[src/hw/rtl/assert_macros.svh]
// ----------------------------------------------------------------------------
// Assertion macros
// Clocked property checks, disabled while reset is high.
// ----------------------------------------------------------------------------
`ifndef ASSERT_MACROS_SVH
`define ASSERT_MACROS_SVH

`ifndef ASSERT_OFF
`define ASSERT_PROP(lbl, clk, rst, prop, msg) \
  lbl: assert property (@(posedge clk) disable iff (rst) prop) else $error(msg);
`define ASSERT_NEVER(lbl, clk, rst, expr, msg) \
  lbl: assert property (@(posedge clk) disable iff (rst) !(expr)) else $error(msg);
`else
`define ASSERT_PROP(lbl, clk, rst, prop, msg)
`define ASSERT_NEVER(lbl, clk, rst, expr, msg)
`endif

`endif

[src/hw/rtl/obb_pkg.sv]
// ----------------------------------------------------------------------------
// OBB separating-axis test package
// Widths, command and term types, and the per-axis term table.
// ----------------------------------------------------------------------------
`timescale 1ns / 1ps

package obb_pkg;

  localparam int AXIS_FRAC_BITS = 14;

  localparam int AXIS_W  = 16;
  localparam int EXT_W   = 31;
  localparam int CTR_W   = 32;
  localparam int EPS_W   = 15;
  localparam int DIFF_W  = 33;
  localparam int ROT_W   = 19;
  localparam int AROT_W  = 18;
  localparam int TV_W    = 37;
  localparam int ACC_W   = 46;
  localparam int MA_W    = 38;
  localparam int MB_W    = 19;
  localparam int PROD_W  = MA_W + MB_W;

  localparam int BOX_ROWS  = 3;
  localparam int EXT_DEPTH = 2 * BOX_ROWS;
  localparam int ROT_DEPTH = BOX_ROWS * BOX_ROWS;

  localparam int Q_DEPTH = 2;
  localparam int Q_PTR_W = $clog2(Q_DEPTH);
  localparam int Q_CNT_W = $clog2(Q_DEPTH + 1);

  localparam logic [EPS_W-1:0] EPS_RESET = EPS_W'(1);
  localparam logic [1:0] ROW_NONE = 2'd3;
  localparam logic [3:0] SEP_NONE = 4'd15;
  localparam logic [3:0] LAST_AXIS = 4'd14;
  localparam logic [3:0] FACE_A_END = 4'd3;
  localparam logic [3:0] FACE_B_END = 4'd6;
  localparam logic [2:0] TERM_FIRST = 3'd1;
  localparam logic [2:0] TERM_CMP = 3'd7;
  localparam logic signed [ACC_W-1:0] T_LIMIT = ACC_W'(64'sd68719476735);

  typedef logic signed [AXIS_W-1:0] axis_t;

  typedef struct packed {
    logic              load;
    logic              run;
    logic              box;
    logic [1:0]        row;
    axis_t             ax;
    axis_t             ay;
    axis_t             az;
    logic [EXT_W-1:0]  ext;
    logic [CTR_W-1:0]  ctr;
  } cmd_t;

  typedef struct packed {
    logic       valid;
    logic       is_p;
    logic       neg;
    logic [2:0] a_idx;
    logic [1:0] r;
    logic [1:0] c;
  } term_t;

  function automatic logic [1:0] inc3(input logic [1:0] x);
    return (x == 2'd2) ? 2'd0 : x + 2'd1;
  endfunction

  function automatic logic [3:0] ri9(input logic [1:0] r, input logic [1:0] c);
    return (4'(r) << 1) + 4'(r) + 4'(c);
  endfunction

  function automatic term_t mk_term(input logic p, input logic n, input logic [2:0] a,
                                    input logic [1:0] r, input logic [1:0] c);
    term_t tt;
    tt.valid = 1'b1;
    tt.is_p  = p;
    tt.neg   = n;
    tt.a_idx = a;
    tt.r     = r;
    tt.c     = c;
    return tt;
  endfunction

  // ea/eb index a_idx: box*3+k; t index a_idx[1:0]
  function automatic term_t test_term(input logic [3:0] ax, input logic [2:0] q);
    term_t      tt;
    logic [3:0] m;
    logic [1:0] i, j, i1, i2, j1, j2, qq, jj;
    tt = '0;
    m  = ax - FACE_B_END;
    i  = (m >= 4'd6) ? 2'd2 : ((m >= 4'd3) ? 2'd1 : 2'd0);
    j  = 2'(m - ((4'(i) << 1) + 4'(i)));
    i1 = inc3(i);
    i2 = inc3(i1);
    j1 = inc3(j);
    j2 = inc3(j1);
    qq = 2'(q - 3'd3);
    jj = 2'(ax - FACE_A_END);
    if (ax < FACE_A_END) begin
      if (q < 3'd3) begin
        tt = mk_term(1'b0, 1'b0, 3'd3 + q, ax[1:0], q[1:0]);
      end
    end else if (ax < FACE_B_END) begin
      if (q < 3'd3) begin
        tt = mk_term(1'b0, 1'b0, q, q[1:0], jj);
      end else if (q < 3'd6) begin
        tt = mk_term(1'b1, 1'b0, {1'b0, qq}, qq, jj);
      end
    end else begin
      case (q)
        3'd0: tt = mk_term(1'b0, 1'b0, {1'b0, i1}, i2, j);
        3'd1: tt = mk_term(1'b0, 1'b0, {1'b0, i2}, i1, j);
        3'd2: tt = mk_term(1'b0, 1'b0, 3'd3 + 3'(j1), i, j2);
        3'd3: tt = mk_term(1'b0, 1'b0, 3'd3 + 3'(j2), i, j1);
        3'd4: tt = mk_term(1'b1, 1'b0, {1'b0, i2}, i1, j);
        3'd5: tt = mk_term(1'b1, 1'b1, {1'b0, i1}, i2, j);
        default: tt = '0;
      endcase
    end
    return tt;
  endfunction

endpackage

[src/hw/rtl/obb_front.sv]
// ----------------------------------------------------------------------------
// OBB front end
// Accepts items, classifies them as load and/or run, and stages them.
// ----------------------------------------------------------------------------
`timescale 1ns / 1ps

module obb_front (
  input  logic                          clk,
  input  logic                          rst,
  input  logic                          start,
  output logic                          busy,
  input  logic                          box_select,
  input  logic [1:0]                    row,
  input  logic signed [15:0]            axis_x,
  input  logic signed [15:0]            axis_y,
  input  logic signed [15:0]            axis_z,
  input  logic [30:0]                   half_extent,
  input  logic signed [31:0]            center_comp,
  input  logic                          last,
  input  logic                          q_ready,
  output logic                          q_push,
  output obb_pkg::cmd_t                 q_cmd
);

  logic          stage_v;
  obb_pkg::cmd_t stage;
  obb_pkg::cmd_t cls;
  logic          accept;

  always_comb begin
    cls.load = (row != obb_pkg::ROW_NONE);
    cls.run  = last;
    cls.box  = box_select;
    cls.row  = row;
    cls.ax   = axis_x;
    cls.ay   = axis_y;
    cls.az   = axis_z;
    cls.ext  = half_extent;
    cls.ctr  = center_comp;
  end

  assign busy   = stage_v && !q_ready;
  assign accept = start && !busy;
  assign q_push = stage_v && q_ready;
  assign q_cmd  = stage;

  // drop items that neither load nor run
  always_ff @(posedge clk) begin
    if (rst) begin
      stage_v <= 1'b0;
    end else if (accept) begin
      stage_v <= cls.load || cls.run;
    end else if (q_push) begin
      stage_v <= 1'b0;
    end
  end

  always_ff @(posedge clk) begin
    if (accept) begin
      stage <= cls;
    end
  end

endmodule

[src/hw/rtl/obb_queue.sv]
// ----------------------------------------------------------------------------
// OBB command queue
// Short FIFO between the front end and the test engine.
// ----------------------------------------------------------------------------
`timescale 1ns / 1ps

module obb_queue (
  input  logic          clk,
  input  logic          rst,
  input  logic          push,
  input  obb_pkg::cmd_t din,
  input  logic          pop,
  output obb_pkg::cmd_t dout,
  output logic          not_empty,
  output logic          ready
);

  obb_pkg::cmd_t                    mem [obb_pkg::Q_DEPTH];
  logic [obb_pkg::Q_PTR_W-1:0]      wptr;
  logic [obb_pkg::Q_PTR_W-1:0]      rptr;
  logic [obb_pkg::Q_CNT_W-1:0]      count;

  localparam logic [obb_pkg::Q_PTR_W-1:0] PTR_LAST = obb_pkg::Q_PTR_W'(obb_pkg::Q_DEPTH - 1);
  localparam logic [obb_pkg::Q_CNT_W-1:0] CNT_FULL = obb_pkg::Q_CNT_W'(obb_pkg::Q_DEPTH);

  assign not_empty = (count != '0);
  assign ready     = (count != CNT_FULL);
  assign dout      = mem[rptr];

  always_ff @(posedge clk) begin
    if (rst) begin
      wptr  <= '0;
      rptr  <= '0;
      count <= '0;
    end else begin
      if (push) begin
        wptr <= (wptr == PTR_LAST) ? '0 : wptr + 1'b1;
      end
      if (pop) begin
        rptr <= (rptr == PTR_LAST) ? '0 : rptr + 1'b1;
      end
      if (push && !pop) begin
        count <= count + 1'b1;
      end else if (pop && !push) begin
        count <= count - 1'b1;
      end
    end
  end

  always_ff @(posedge clk) begin
    if (push) begin
      mem[wptr] <= din;
    end
  end

endmodule

[src/hw/rtl/obb_back.sv]
// ----------------------------------------------------------------------------
// OBB test engine
// Holds the box rows and runs the fifteen axis tests on one shared multiplier.
// ----------------------------------------------------------------------------
`timescale 1ns / 1ps

module obb_back (
  input  logic                        clk,
  input  logic                        rst,
  input  logic [obb_pkg::EPS_W-1:0]   eps,
  input  logic                        q_valid,
  input  obb_pkg::cmd_t               q_cmd,
  output logic                        q_pop,
  output logic                        done,
  output logic                        hit,
  output logic [3:0]                  separating_axis
);

  typedef enum logic [4:0] {
    S_IDLE  = 5'b00001,
    S_DIFF  = 5'b00010,
    S_ROT   = 5'b00100,
    S_TRANS = 5'b01000,
    S_TEST  = 5'b10000
  } state_t;

  state_t state;

  obb_pkg::axis_t                      axa [obb_pkg::BOX_ROWS][obb_pkg::BOX_ROWS];
  obb_pkg::axis_t                      axb [obb_pkg::BOX_ROWS][obb_pkg::BOX_ROWS];
  logic [obb_pkg::EXT_W-1:0]           ext [obb_pkg::EXT_DEPTH];
  logic signed [obb_pkg::CTR_W-1:0]    ctra [obb_pkg::BOX_ROWS];
  logic signed [obb_pkg::CTR_W-1:0]    ctrb [obb_pkg::BOX_ROWS];
  logic signed [obb_pkg::DIFF_W-1:0]   dv [obb_pkg::BOX_ROWS];
  logic signed [obb_pkg::ROT_W-1:0]    rot [obb_pkg::ROT_DEPTH];
  logic [obb_pkg::AROT_W-1:0]          arot [obb_pkg::ROT_DEPTH];
  logic signed [obb_pkg::TV_W-1:0]     tv [obb_pkg::BOX_ROWS];

  logic [1:0] ci, cj, ck;
  logic       ph;
  logic [3:0] ax;
  logic [2:0] q;

  logic signed [obb_pkg::PROD_W-1:0] prod;
  logic signed [obb_pkg::PROD_W-1:0] prod_next;
  logic signed [obb_pkg::MA_W-1:0]   op_a;
  logic signed [obb_pkg::MB_W-1:0]   op_b;
  logic signed [obb_pkg::ACC_W-1:0]  racc;
  logic signed [obb_pkg::ACC_W-1:0]  pacc;
  logic signed [obb_pkg::ACC_W-1:0]  term_v;
  logic signed [obb_pkg::ACC_W-1:0]  abs_p;
  logic signed [obb_pkg::ACC_W-1:0]  sat_p;
  logic signed [obb_pkg::ACC_W-1:0]  init_r;
  logic signed [obb_pkg::ACC_W-1:0]  init_p;

  obb_pkg::term_t              tm;
  logic [2:0]                  ext_idx;
  logic [1:0]                  tv_idx;
  logic [3:0]                  ridx;
  logic [obb_pkg::EXT_W-1:0]   ext_rd;
  logic                        sep_found;
  logic [2:0]                  ld_idx;

  assign q_pop  = (state == S_IDLE) && q_valid;
  assign ld_idx = 3'(q_cmd.row) + (q_cmd.box ? 3'd3 : 3'd0);

  assign tm      = obb_pkg::test_term(ax, q - 3'd1);
  assign ext_idx = (q == 3'd0) ? ax[2:0] : tm.a_idx;
  assign tv_idx  = (q == 3'd0) ? ax[1:0] : tm.a_idx[1:0];
  assign ridx    = obb_pkg::ri9(tm.r, tm.c);
  assign ext_rd  = ext[ext_idx];

  assign term_v    = obb_pkg::ACC_W'(prod >>> obb_pkg::AXIS_FRAC_BITS);
  assign abs_p     = pacc[obb_pkg::ACC_W-1] ? -pacc : pacc;
  assign sep_found = abs_p > racc;

  always_comb begin
    if (pacc > obb_pkg::T_LIMIT) begin
      sat_p = obb_pkg::T_LIMIT;
    end else if (pacc < -obb_pkg::T_LIMIT) begin
      sat_p = -obb_pkg::T_LIMIT;
    end else begin
      sat_p = pacc;
    end
  end

  always_comb begin
    init_r = '0;
    init_p = '0;
    if (ax < obb_pkg::FACE_B_END) begin
      init_r = obb_pkg::ACC_W'(ext_rd);
    end
    if (ax < obb_pkg::FACE_A_END) begin
      init_p = obb_pkg::ACC_W'(tv[tv_idx]);
    end
  end

  always_comb begin
    op_a = '0;
    op_b = '0;
    case (state)
      S_ROT: begin
        op_a = obb_pkg::MA_W'(axa[ci][ck]);
        op_b = obb_pkg::MB_W'(axb[cj][ck]);
      end
      S_TRANS: begin
        op_a = obb_pkg::MA_W'(dv[ck]);
        op_b = obb_pkg::MB_W'(axa[ci][ck]);
      end
      S_TEST: begin
        if (tm.is_p) begin
          op_a = obb_pkg::MA_W'(tv[tv_idx]);
          op_b = obb_pkg::MB_W'(rot[ridx]);
        end else begin
          op_a = obb_pkg::MA_W'(ext_rd);
          op_b = {1'b0, arot[ridx]};
        end
      end
      default: begin
        op_a = '0;
        op_b = '0;
      end
    endcase
  end

  assign prod_next = op_a * op_b;

  always_ff @(posedge clk) begin
    if (rst) begin
      state           <= S_IDLE;
      ci              <= '0;
      cj              <= '0;
      ck              <= '0;
      ph              <= 1'b0;
      ax              <= '0;
      q               <= '0;
      done            <= 1'b0;
      hit             <= 1'b0;
      separating_axis <= '0;
    end else begin
      done <= 1'b0;
      case (state)
        S_IDLE: begin
          if (q_valid && q_cmd.run) begin
            ck    <= '0;
            state <= S_DIFF;
          end
        end
        S_DIFF: begin
          if (ck == 2'd2) begin
            ck    <= '0;
            ci    <= '0;
            cj    <= '0;
            ph    <= 1'b0;
            state <= S_ROT;
          end else begin
            ck <= ck + 2'd1;
          end
        end
        S_ROT: begin
          if (ck == 2'd3) begin
            ck <= '0;
            if (cj == 2'd2) begin
              cj <= '0;
              if (ci == 2'd2) begin
                ci    <= '0;
                state <= S_TRANS;
              end else begin
                ci <= ci + 2'd1;
              end
            end else begin
              cj <= cj + 2'd1;
            end
          end else if (ph) begin
            ph <= 1'b0;
            ck <= ck + 2'd1;
          end else begin
            ph <= 1'b1;
          end
        end
        S_TRANS: begin
          if (ck == 2'd3) begin
            ck <= '0;
            if (ci == 2'd2) begin
              ax    <= '0;
              q     <= '0;
              state <= S_TEST;
            end else begin
              ci <= ci + 2'd1;
            end
          end else if (ph) begin
            ph <= 1'b0;
            ck <= ck + 2'd1;
          end else begin
            ph <= 1'b1;
          end
        end
        S_TEST: begin
          if (q == 3'd0) begin
            q <= obb_pkg::TERM_FIRST;
          end else if (q == obb_pkg::TERM_CMP) begin
            if (sep_found) begin
              done            <= 1'b1;
              hit             <= 1'b0;
              separating_axis <= ax;
              state           <= S_IDLE;
            end else if (ax == obb_pkg::LAST_AXIS) begin
              done            <= 1'b1;
              hit             <= 1'b1;
              separating_axis <= obb_pkg::SEP_NONE;
              state           <= S_IDLE;
            end else begin
              ax <= ax + 4'd1;
              q  <= '0;
            end
          end else if (!tm.valid) begin
            q <= q + 3'd1;
          end else if (ph) begin
            ph <= 1'b0;
            q  <= q + 3'd1;
          end else begin
            ph <= 1'b1;
          end
        end
        default: state <= S_IDLE;
      endcase
    end
  end

  always_ff @(posedge clk) begin
    prod <= prod_next;
    if (q_pop && q_cmd.load) begin
      if (q_cmd.box) begin
        axb[q_cmd.row] <= '{q_cmd.ax, q_cmd.ay, q_cmd.az};
        ctrb[q_cmd.row] <= q_cmd.ctr;
      end else begin
        axa[q_cmd.row] <= '{q_cmd.ax, q_cmd.ay, q_cmd.az};
        ctra[q_cmd.row] <= q_cmd.ctr;
      end
      ext[ld_idx] <= q_cmd.ext;
    end
    case (state)
      S_DIFF: begin
        dv[ck] <= obb_pkg::DIFF_W'(ctrb[ck]) - obb_pkg::DIFF_W'(ctra[ck]);
        pacc   <= '0;
      end
      S_ROT: begin
        if (ck == 2'd3) begin
          rot[obb_pkg::ri9(ci, cj)]  <= obb_pkg::ROT_W'(pacc);
          arot[obb_pkg::ri9(ci, cj)] <= obb_pkg::AROT_W'(abs_p) + obb_pkg::AROT_W'(eps);
          pacc <= '0;
        end else if (ph) begin
          pacc <= pacc + term_v;
        end
      end
      S_TRANS: begin
        if (ck == 2'd3) begin
          tv[ci] <= obb_pkg::TV_W'(sat_p);
          pacc   <= '0;
        end else if (ph) begin
          pacc <= pacc + term_v;
        end
      end
      S_TEST: begin
        if (q == 3'd0) begin
          racc <= init_r;
          pacc <= init_p;
        end else if (q != obb_pkg::TERM_CMP && tm.valid && ph) begin
          if (!tm.is_p) begin
            racc <= racc + term_v;
          end else if (tm.neg) begin
            pacc <= pacc - term_v;
          end else begin
            pacc <= pacc + term_v;
          end
        end
      end
      default: begin
      end
    endcase
  end

endmodule

[src/hw/rtl/obb_separating_axis_test_top.sv]
// ----------------------------------------------------------------------------
// OBB separating-axis test, top level
// Load items are accepted back to back while the engine is idle.
// A run item accepted with the engine idle computes 27 rotation, 9 translation
// and up to 81 test products, plus a setup and a compare step per axis, all
// through one shared 38x19 multiplier in the test engine.
// Reset clears control state and sets epsilon to 1; box rows stay undefined.
// ----------------------------------------------------------------------------
`timescale 1ns / 1ps
`include "assert_macros.svh"

module obb_separating_axis_test_top (
  input  logic                        clk,
  input  logic                        rst,
  input  logic                        start,
  output logic                        busy,
  input  logic                        box_select,
  input  logic [1:0]                  row,
  input  logic signed [15:0]          axis_x,
  input  logic signed [15:0]          axis_y,
  input  logic signed [15:0]          axis_z,
  input  logic [30:0]                 half_extent,
  input  logic signed [31:0]          center_comp,
  input  logic                        last,
  input  logic                        cfg_valid,
  output logic                        cfg_ready,
  input  logic [obb_pkg::EPS_W-1:0]   epsilon,
  output logic                        done,
  output logic                        hit,
  output logic [3:0]                  separating_axis
);

  logic [obb_pkg::EPS_W-1:0] eps;
  logic                      q_push;
  logic                      q_pop;
  logic                      q_ready;
  logic                      q_valid;
  obb_pkg::cmd_t             f_cmd;
  obb_pkg::cmd_t             q_cmd;

  assign cfg_ready = 1'b1;

  always_ff @(posedge clk) begin
    if (rst) begin
      eps <= obb_pkg::EPS_RESET;
    end else if (cfg_valid && cfg_ready) begin
      eps <= epsilon;
    end
  end

  obb_front u_front (
    .clk         (clk),
    .rst         (rst),
    .start       (start),
    .busy        (busy),
    .box_select  (box_select),
    .row         (row),
    .axis_x      (axis_x),
    .axis_y      (axis_y),
    .axis_z      (axis_z),
    .half_extent (half_extent),
    .center_comp (center_comp),
    .last        (last),
    .q_ready     (q_ready),
    .q_push      (q_push),
    .q_cmd       (f_cmd)
  );

  obb_queue u_queue (
    .clk       (clk),
    .rst       (rst),
    .push      (q_push),
    .din       (f_cmd),
    .pop       (q_pop),
    .dout      (q_cmd),
    .not_empty (q_valid),
    .ready     (q_ready)
  );

  obb_back u_back (
    .clk             (clk),
    .rst             (rst),
    .eps             (eps),
    .q_valid         (q_valid),
    .q_cmd           (q_cmd),
    .q_pop           (q_pop),
    .done            (done),
    .hit             (hit),
    .separating_axis (separating_axis)
  );

  `ASSERT_PROP(a_hit_code, clk, rst, done |-> (hit == (separating_axis == obb_pkg::SEP_NONE)), "hit and axis code disagree")
  `ASSERT_NEVER(a_q_overflow, clk, rst, q_push && !q_ready, "command queue written while full")
  `ASSERT_NEVER(a_q_underflow, clk, rst, q_pop && !q_valid, "command queue read while empty")
  `ASSERT_PROP(a_done_pulse, clk, rst, done |=> !done, "result strobe held over two cycles")

endmodule

[config.mk]
export PLATFORM = sky130hd
export DESIGN_NAME = obb_separating_axis_test_top
export DESIGN_NICKNAME = d
export VERILOG_FILES = /design/src/hw/rtl/obb_pkg.sv /design/src/hw/rtl/obb_front.sv /design/src/hw/rtl/obb_queue.sv /design/src/hw/rtl/obb_back.sv /design/src/hw/rtl/obb_separating_axis_test_top.sv
export VERILOG_INCLUDE_DIRS = /design/src /design/src/hw/rtl
export SDC_FILE = /design/constraint.sdc
export NUM_CORES = 2
export LEC_CHECK = 0
export BUFFER_PORTS_ARGS = -buffer_cell sky130_fd_sc_hd__buf_2
export CAP_MARGIN = 20
export CORE_MARGIN = 3
export CORE_UTILIZATION = 30
export DETAILED_ROUTE_END_ITERATION = 10
export SLEW_MARGIN = 20
export SYNTH_ARGS = -nofsm -noshare
export SYNTH_HDL_FRONTEND = slang
export SYNTH_SLANG_ARGS = --single-unit
[constraint.sdc]
create_clock -name clk -period 28.4 [get_ports clk]
set_clock_uncertainty 0.15 [all_clocks]
set_input_delay 0 -clock clk [delete_from_list [all_inputs] [get_ports clk]]
set_output_delay 0 -clock clk [all_outputs]
set_load 0.02 [all_outputs]
# Yosys cells after proc, flatten, opt, wreduce, memory -nomap -nowiden
# Memory sizes are Yosys's and may differ from the RTL's. A register that Yosys moved wholly into a read port is not among the register bits.
# Cells that the tools add are included.
[totals] reg_bits=310 ramBits=1441 input_bits=134 word_cells=301 n_memories=10
[op_classes] add_sub_neg=33 mul=1 order_cmp=10 eq_ne=46 n_mux=131 bitwise=4 n_reduce_logical=39
[memory_table] memory="u_queue.mem" depth=2 width=116 read_ports=1 rd_ports_with_merged_regs=1 wr=1 line_no="obb_queue.sv:18" text="obb_pkg::cmd_t mem [obb_pkg::Q_DEPTH];"
[memory_table] memory="u_back.ext" depth=6 width=31 read_ports=1 rd_ports_with_merged_regs=0 wr=1 line_no="obb_back.sv:31" text="logic [obb_pkg::EXT_W-1:0] ext [obb_pkg::EXT_DEPTH];"
[memory_table] memory="u_back.rot" depth=9 width=19 read_ports=1 rd_ports_with_merged_regs=0 wr=1 line_no="obb_back.sv:35" text="logic signed [obb_pkg::ROT_W-1:0] rot [obb_pkg::ROT_DEPTH];"
[memory_table] memory="u_back.arot" depth=9 width=18 read_ports=1 rd_ports_with_merged_regs=0 wr=1 line_no="obb_back.sv:36" text="logic [obb_pkg::AROT_W-1:0] arot [obb_pkg::ROT_DEPTH];"
[memory_table] memory="u_back.axa" depth=3 width=48 read_ports=1 rd_ports_with_merged_regs=1 wr=1 line_no="obb_back.sv:29" text="obb_pkg::axis_t axa [obb_pkg::BOX_ROWS][obb_pkg::BOX_ROWS];"
[memory_table] memory="u_back.axb" depth=3 width=48 read_ports=1 rd_ports_with_merged_regs=1 wr=1 line_no="obb_back.sv:30" text="obb_pkg::axis_t axb [obb_pkg::BOX_ROWS][obb_pkg::BOX_ROWS];"
[memory_table] memory="+4 memories"
[op_table] op="$mux W46" n=11
[op_table] op="$pmux W46 S3" n=1
[op_table] op="$pmux W38 S3" n=1
[op_table] op="$add A46 B43 Y46" n=2
[op_table] op="$mux W37" n=2
[op_table] op="$bmux W16 S2" n=2
[op_table] op="$mux W16" n=4
[op_table] op="$mux W2" n=31
[op_table] op="$pmux W10 S6" n=1
[op_table] op="$mul A38 B19 Y57" n=1
[op_table] op="$pmux W19 S3" n=1
[op_table] op="$mux W5" n=11
[op_table] op="$mux W10" n=5
[op_table] op="$gt A46 B37 Y1 const B" n=1
[op_table] op="$gt A46 B46 Y1" n=1
[op_table] op="$lt A46 B37 Y1 const B" n=1
[op_table] op="$neg A46 Y46" n=1
[op_table] op="$sub A46 B43 Y46" n=1
[op_table] op="$mux W38" n=1
[op_table] op="$mux W1" n=34
[op_table] op="$sub A32 B32 Y33" n=1
[op_table] op="$mux W4" n=8
[op_table] op="$mux W31" n=1
[op_table] op="$mux W3" n=9
[op_table] op="other kinds (62)" n=132

# Longest topological paths before layout
# An unclocked memory read counts as a cell.
[depth] depth_word=20 mapped_depth=60 depth_no_buf=53

# Modules after synthesis
# A second synthesis with hierarchy kept.
[hier_totals] hier_cells=8069 area_unflattened_um2=101345.9
[modules_own_cells] module="obb_back" n_inst=1 cells_each=7512 area_each_um2=88499.9 seq_area_each_um2=40548.9
[modules_own_cells] module="obb_queue" n_inst=1 cells_each=383 area_each_um2=8733.4 seq_area_each_um2=7066.8
[modules_own_cells] module="obb_front" n_inst=1 cells_each=124 area_each_um2=3557.2 seq_area_each_um2=3503.4
[modules_own_cells] module="obb_separating_axis_test_top" n_inst=1 cells_each=50 area_each_um2=555.5 seq_area_each_um2=300.3

# Worst setup path before layout
# Ideal clock, no wire load.
[synth_timing] kind="flip-flop to flip-flop" from="reg u_back.ax[1]" to="reg u_back.prod[51] in the netlist's numbering" setup_time_ns=0.121 arrival_time_ns=12.904 t_required_ns=28.129 slack_ns=15.225 stages_incl_launch_ff=56 synth_period_minus_slack_ns=13.175 cell_sequence="dfxtp_1 > buf_2 > inv_1 > ha_1 > nor2b_1 > o21ai_0 > inv_1 > ha_1 > ha_1 > or3_1 > a22oi_1 > and2b_4 > o21ai_0 > a21oi_1 > fa_1 > inv_1 > ha_1 > fa_1 > [20 not listed] > ha_1 > ha_1 > a21o_1 > a21o_1 > a21o_1 > a21o_1 > a21o_1 > a21o_1 > a21oi_1 > o21ai_0 > and2_1 > a21oi_2 > o31a_4 > o21ai_4 > a41oi_2 > nor2b_4 > o21bai_2 > xor2_1"
[synth_between] elab_chain_cells=19 elab_cells_between_ends=43
[synth_rtl] item="from (decl)" line_no="obb_back.sv:41" text="logic [3:0] ax;"
[synth_rtl] item="from (signal assigned)" line_no="obb_back.sv:213" text="ax <= ax + 4'd1;"
[synth_rtl] item="branches (longest 18 deep; another with $sub A4 B3 Y4)"
[synth_rtl] item="$mul A38 B19 Y57 (*)" line_no="obb_back.sv:126" text="assign prod_next = op_a * op_b;"
[synth_rtl] item="named net u_back.prod_next (one bit)" line_no="obb_back.sv:45" text="logic signed [obb_pkg::PROD_W-1:0] prod_next;"
[synth_rtl] item="to (signal assigned)" line_no="obb_back.sv:231" text="prod <= prod_next;"
[synth_rtl] item="to (decl)" line_no="obb_back.sv:44" text="logic signed [obb_pkg::PROD_W-1:0] prod;"
# Mark *: on every way through the listed nets, which the timed path passes.
# A chain may end at the register's enable or synchronous reset.

# Final worst setup path
# Ends and elaborated chain as after synthesis.

==> run metrics <==
Top FF cell, synth edfxtp_1; die height slightly below 600 um; required time worst endpoint ~29 ns; Clk network pwr share ~35%; Period Utilization, post-route between 50 and 60%; Post-Synth Simple-Gate Area 8.622%; GRT Total Usage 16.73%; Sum Neg Setup Slack 0 ns; worst hold slack roughly 0.11 ns; Leakage 43.91 nW; layout cells sized above 1 between 10% and 20%; die area 343500 sq um; DP Wirelength 200.3 mm; pre-CTS setup slack 13.32 ns; CP endpoint kind flip-flop; switching share of power 28.45%; Core Box Area 334200 sq um; CTS tree yes; initial antenna violation count 9; Worst Hold Path Cells 4; Gate power share 19.5%; antenna viol nets, final 0; yosys synthesis warning count 0; Seq/Total Area, Yosys approximately half; Worst R2R Path Depth 49; startpoint types flip-flop; P_int 4.958 mW; Worst Tran Pin Value 1.187 ns; asr flop ratio synth 0%; site row count 212; largest net degree at the start of global routing ~110; Distinct cells, synth 107; sequential share of power 46.0%; Top cell by count, worst path fa_1; vias 65360; Crit Reg-Reg Startpoint u_back.ax[1]$_SDFFE_PP0P_; Post-Syn Area roughly 100000 sq um; critical path fanouts, max roughly 70; GP Congestion ~0.92; Psw 1.971 mW; xor/xnor share of the synthesized area 1.750%; DR iter-0 viols between 5000 and 6000; clock latency on the worst-skew pair 0.86 ns; total power between 6 and 7 mW; synthesis-to-layout area growth 15.16%; slowest CP cell fa_4; max-cap viol count 0; post-synthesis adder-cell area fraction roughly a fifth; Clock Tree Buf Depth 4; fmax 67.09 MHz; # IOs 142; Hold Path Class in -> reg; final WL 290.2 mm; Synth Register Bits 1744; status completed; final hold vios 0; Root Buffer clkbuf_16; main combinational cell family by area after synthesis adder cells; Buffers on Ports 140; syn_nets 9280; clk slew on worst S/H paths 0.06 ns; first-pass GRT wire length 433.0 mm; Die Span X between 500 and 600 um; Critical Path AT approximately 15 ns; final setup fails 0; vias in the first global route about 67000; kind of critical path reg -> reg; DR DRC count 0; setup slack, reg-to-reg 13.49 ns; WL/cell 22.33 um; Post-Syn Instances 8050; Congestion Overflow GR 0; crit path setup slack, layout 13.49 ns; clock sinks 1744; PwrDens 59.60 nW/um^2; worst rel slew slack 20.54%; Final nets 9692; RSZ-0062 raised after global routing no; hold path start cfg_valid; syn avg cell area 12.54 sq um; H-tree levels 4; mux contribution to synthesized area 6.529%; post-synthesis compound-gate area fraction 8.808%; Hold Path End eps[0]$_SDFFE_PP1P_; Peak VDD IR around 0.057 mV; First-pass DRT Iterations 6; initial core utilization 30.21%; Post-synth EDFFs 1649; number of max-slew violations in the final report 0; Final min period roughly 15 ns; Avg Vias per Cell 5.029; CP peak stage delay 0.93 ns; clock buffer count from CTS 191; worst r2r dst u_back.prod[51]$_DFF_P_
==> critical path, delay by kind of cell (launching register included) <==
family	cells	cell delay (ns)
AOI/OAI and AO/OA	20	4.51
xor gates and xnor gates	1	0.15
adders and majority gates	14	5.96
buffers and inverters	5	1.26
DFF	1	0.68
muxes	2	0.48
and+or+nand+nor	7	1.47
==> how the worst max path moves through the flow <==
stage	depth (start not counted)	end	slack, ns	startpoint
2_1_floorplan	55	u_back.prod[51]$_DFF_P_	15.22	u_back.ax[1]$_SDFFE_PP0P_
3_3_place_gp	48	u_back.prod[53]$_DFF_P_	13.42	u_back.ax[1]$_SDFFE_PP0P_
3_5_place_dp	51	u_back.prod[53]$_DFF_P_	13.32	u_back.ax[1]$_SDFFE_PP0P_
4_1_cts	51	u_back.prod[51]$_DFF_P_	13.26	u_back.ax[1]$_SDFFE_PP0P_
5_1_grt	50	u_back.prod[51]$_DFF_P_	12.77	u_back.ax[1]$_SDFFE_PP0P_
6_report	49	u_back.prod[51]$_DFF_P_	13.49	u_back.ax[1]$_SDFFE_PP0P_
==> flip-flops by register name, indices dropped and copies added (netlist names), 3 cells and up, named ones only <==
signal and flops:
u_queue.mem 232, u_back.ctrb 96, u_back.rot 171, u_back.ax 4, u_back.ctra 96, u_back.pacc 46
u_back.tv 111, u_back.q 3, u_back.state 5, u_back.separating_axis 4, u_back.axb 144, u_back.racc 46
u_back.prod 43, eps 15, u_back.ext 186, u_back.axa 144, u_front.q_cmd 116, u_back.arot 162
u_back.dv 99
==> per-stage QoR <==
| step | instance area, sq um | util, % | cells |
|---|---|---|---|
| 2_1_floorplan | 101000 | - | 8050 |
| 6_report | 116300 | 34.79 | 13000 |
| 5_1_grt | 116300 | 34.78 | 12990 |
| 4_1_cts | 116200 | 34.78 | 12990 |
| 3_3_place_gp | 107300 | 32.10 | 12360 |
| 3_5_place_dp | 107400 | 32.12 | 12360 |
==> synthesized netlist by cell type, types with 13 or more instances <==
| cell | instances | share of area (%) |
|---|---|---|
| nor2b_1 | 156 | 0.97 |
| a21o_1 | 101 | 0.75 |
| edfxtp_1 | 1649 | 49 |
| xnor2_1 | 140 | 1.2 |
| ha_1 | 407 | 5.0 |
| a21boi_0 | 24 | 0.18 |
| nand2b_1 | 68 | 0.42 |
| buf_2 | 13 | 0.064 |
| xor2_1 | 51 | 0.44 |
| or4_1 | 14 | 0.10 |
| o211ai_1 | 27 | 0.20 |
| a31oi_1 | 49 | 0.30 |
| a211o_1 | 15 | 0.13 |
| nor3_1 | 68 | 0.34 |
| o22ai_1 | 104 | 0.64 |
| clkbuf_1 | 299 | 1.1 |
| mux2i_1 | 276 | 2.7 |
| o221ai_1 | 27 | 0.23 |
| a311oi_1 | 32 | 0.28 |
| a211oi_1 | 22 | 0.16 |
| buf_1 | 51 | 0.19 |
| a21oi_1 | 415 | 2.1 |
| or3_1 | 37 | 0.23 |
| a221o_1 | 30 | 0.30 |
| o21bai_1 | 52 | 0.39 |
| nand3_1 | 47 | 0.23 |
| o221a_2 | 15 | 0.17 |
| and2_1 | 99 | 0.61 |
| or2_2 | 22 | 0.14 |
| nand4_1 | 30 | 0.19 |
| o21ai_0 | 215 | 1.1 |
| o31ai_1 | 23 | 0.17 |
| a221oi_1 | 26 | 0.23 |
| mux2_2 | 128 | 1.4 |
| and3_1 | 30 | 0.19 |
| fa_1 | 689 | 14 |
| nor2_1 | 558 | 2.1 |
| o21a_1 | 38 | 0.28 |
| nand2_1 | 739 | 2.7 |
| mux4_2 | 106 | 2.4 |
| inv_1 | 865 | 3.2 |
| dfxtp_1 | 95 | 1.9 |
| o21ai_1 | 15 | 0.074 |
==> layer usage <==
layer  part of all wire [%]  global-route usage (%)  vias up
met5                 0.0065                       0        -
met4                    3.3                   5.380        2
met3                    6.9                   2.951      459
met2                     46                   26.66     2163
met1                     44                   23.09    33540
li1                       -                       -    29190
==> cell families (layout without fill, tap and decap cells) <==
kind of cell / Yosys count / in the layout
AOI/OAI and AO/OA: 1353 / 1353
adders and majority gates: 1096 / 1096
and+or+nand+nor: 1916 / 1916
buffers and inverters: 1235 / 1787
DFF: 1744 / 1744
muxes: 510 / 510
xor gates and xnor gates: 195 / 195
other: 1 / 7
==> final cells by class <==
| type | instances | area [sq um] |
|---|---|---|
| multi-input combinational | 5071 | 45320 |
| inverter | 865 | 3247 |
| sequential | 1744 | 51440 |
| antenna | 6 | 15.01 |
| clock buffer | 243 | 5087 |
| clock inverter | 90 | 844.6 |
| fill | 32380 | 218000 |
| tap | 4387 | 5489 |
| timing repair buffer | 589 | 4820 |
==> power groups by stage <==
| stage | logic [mW] | clock network, mW | registers, mW |
|---|---|---|---|
| floorplan | 0.816 | 0 | 3.21 |
| global placement | 1.28 | 0 | 3.24 |
| detailed placement | 1.31 | 0 | 3.25 |
| CTS | 1.35 | 2.44 | 3.19 |
| global route | 1.47 | 2.55 | 3.20 |
| finish | 1.35 | 2.39 | 3.19 |
==> placed cells by master (no fill, tap or decap), types with 68 or more instances in the layout <==
cell type	n
edfxtp_1	1649
inv_1	864
nand2_1	737
fa_1	688
nor2_1	538
a21oi_1	413
ha_1	405
dlygate4sd3_1	294
mux2i_1	276
o21ai_0	215
clkbuf_16	193
nor2b_1	156
buf_4	154
xnor2_1	140
buf_2	140
mux2_2	128
mux4_2	106
a21o_1	101
o22ai_1	97
and2_1	97
dfxtp_1	87
nand2b_1	68
==> repair_timing <==
action,4_1_cts,5_1_grt
hold buffers,294,0
buffers inserted,0,0
gates resized for setup,0,0
hold endpoints to repair,212,0
No activity file was read; power rests on OpenSTA's default activity.
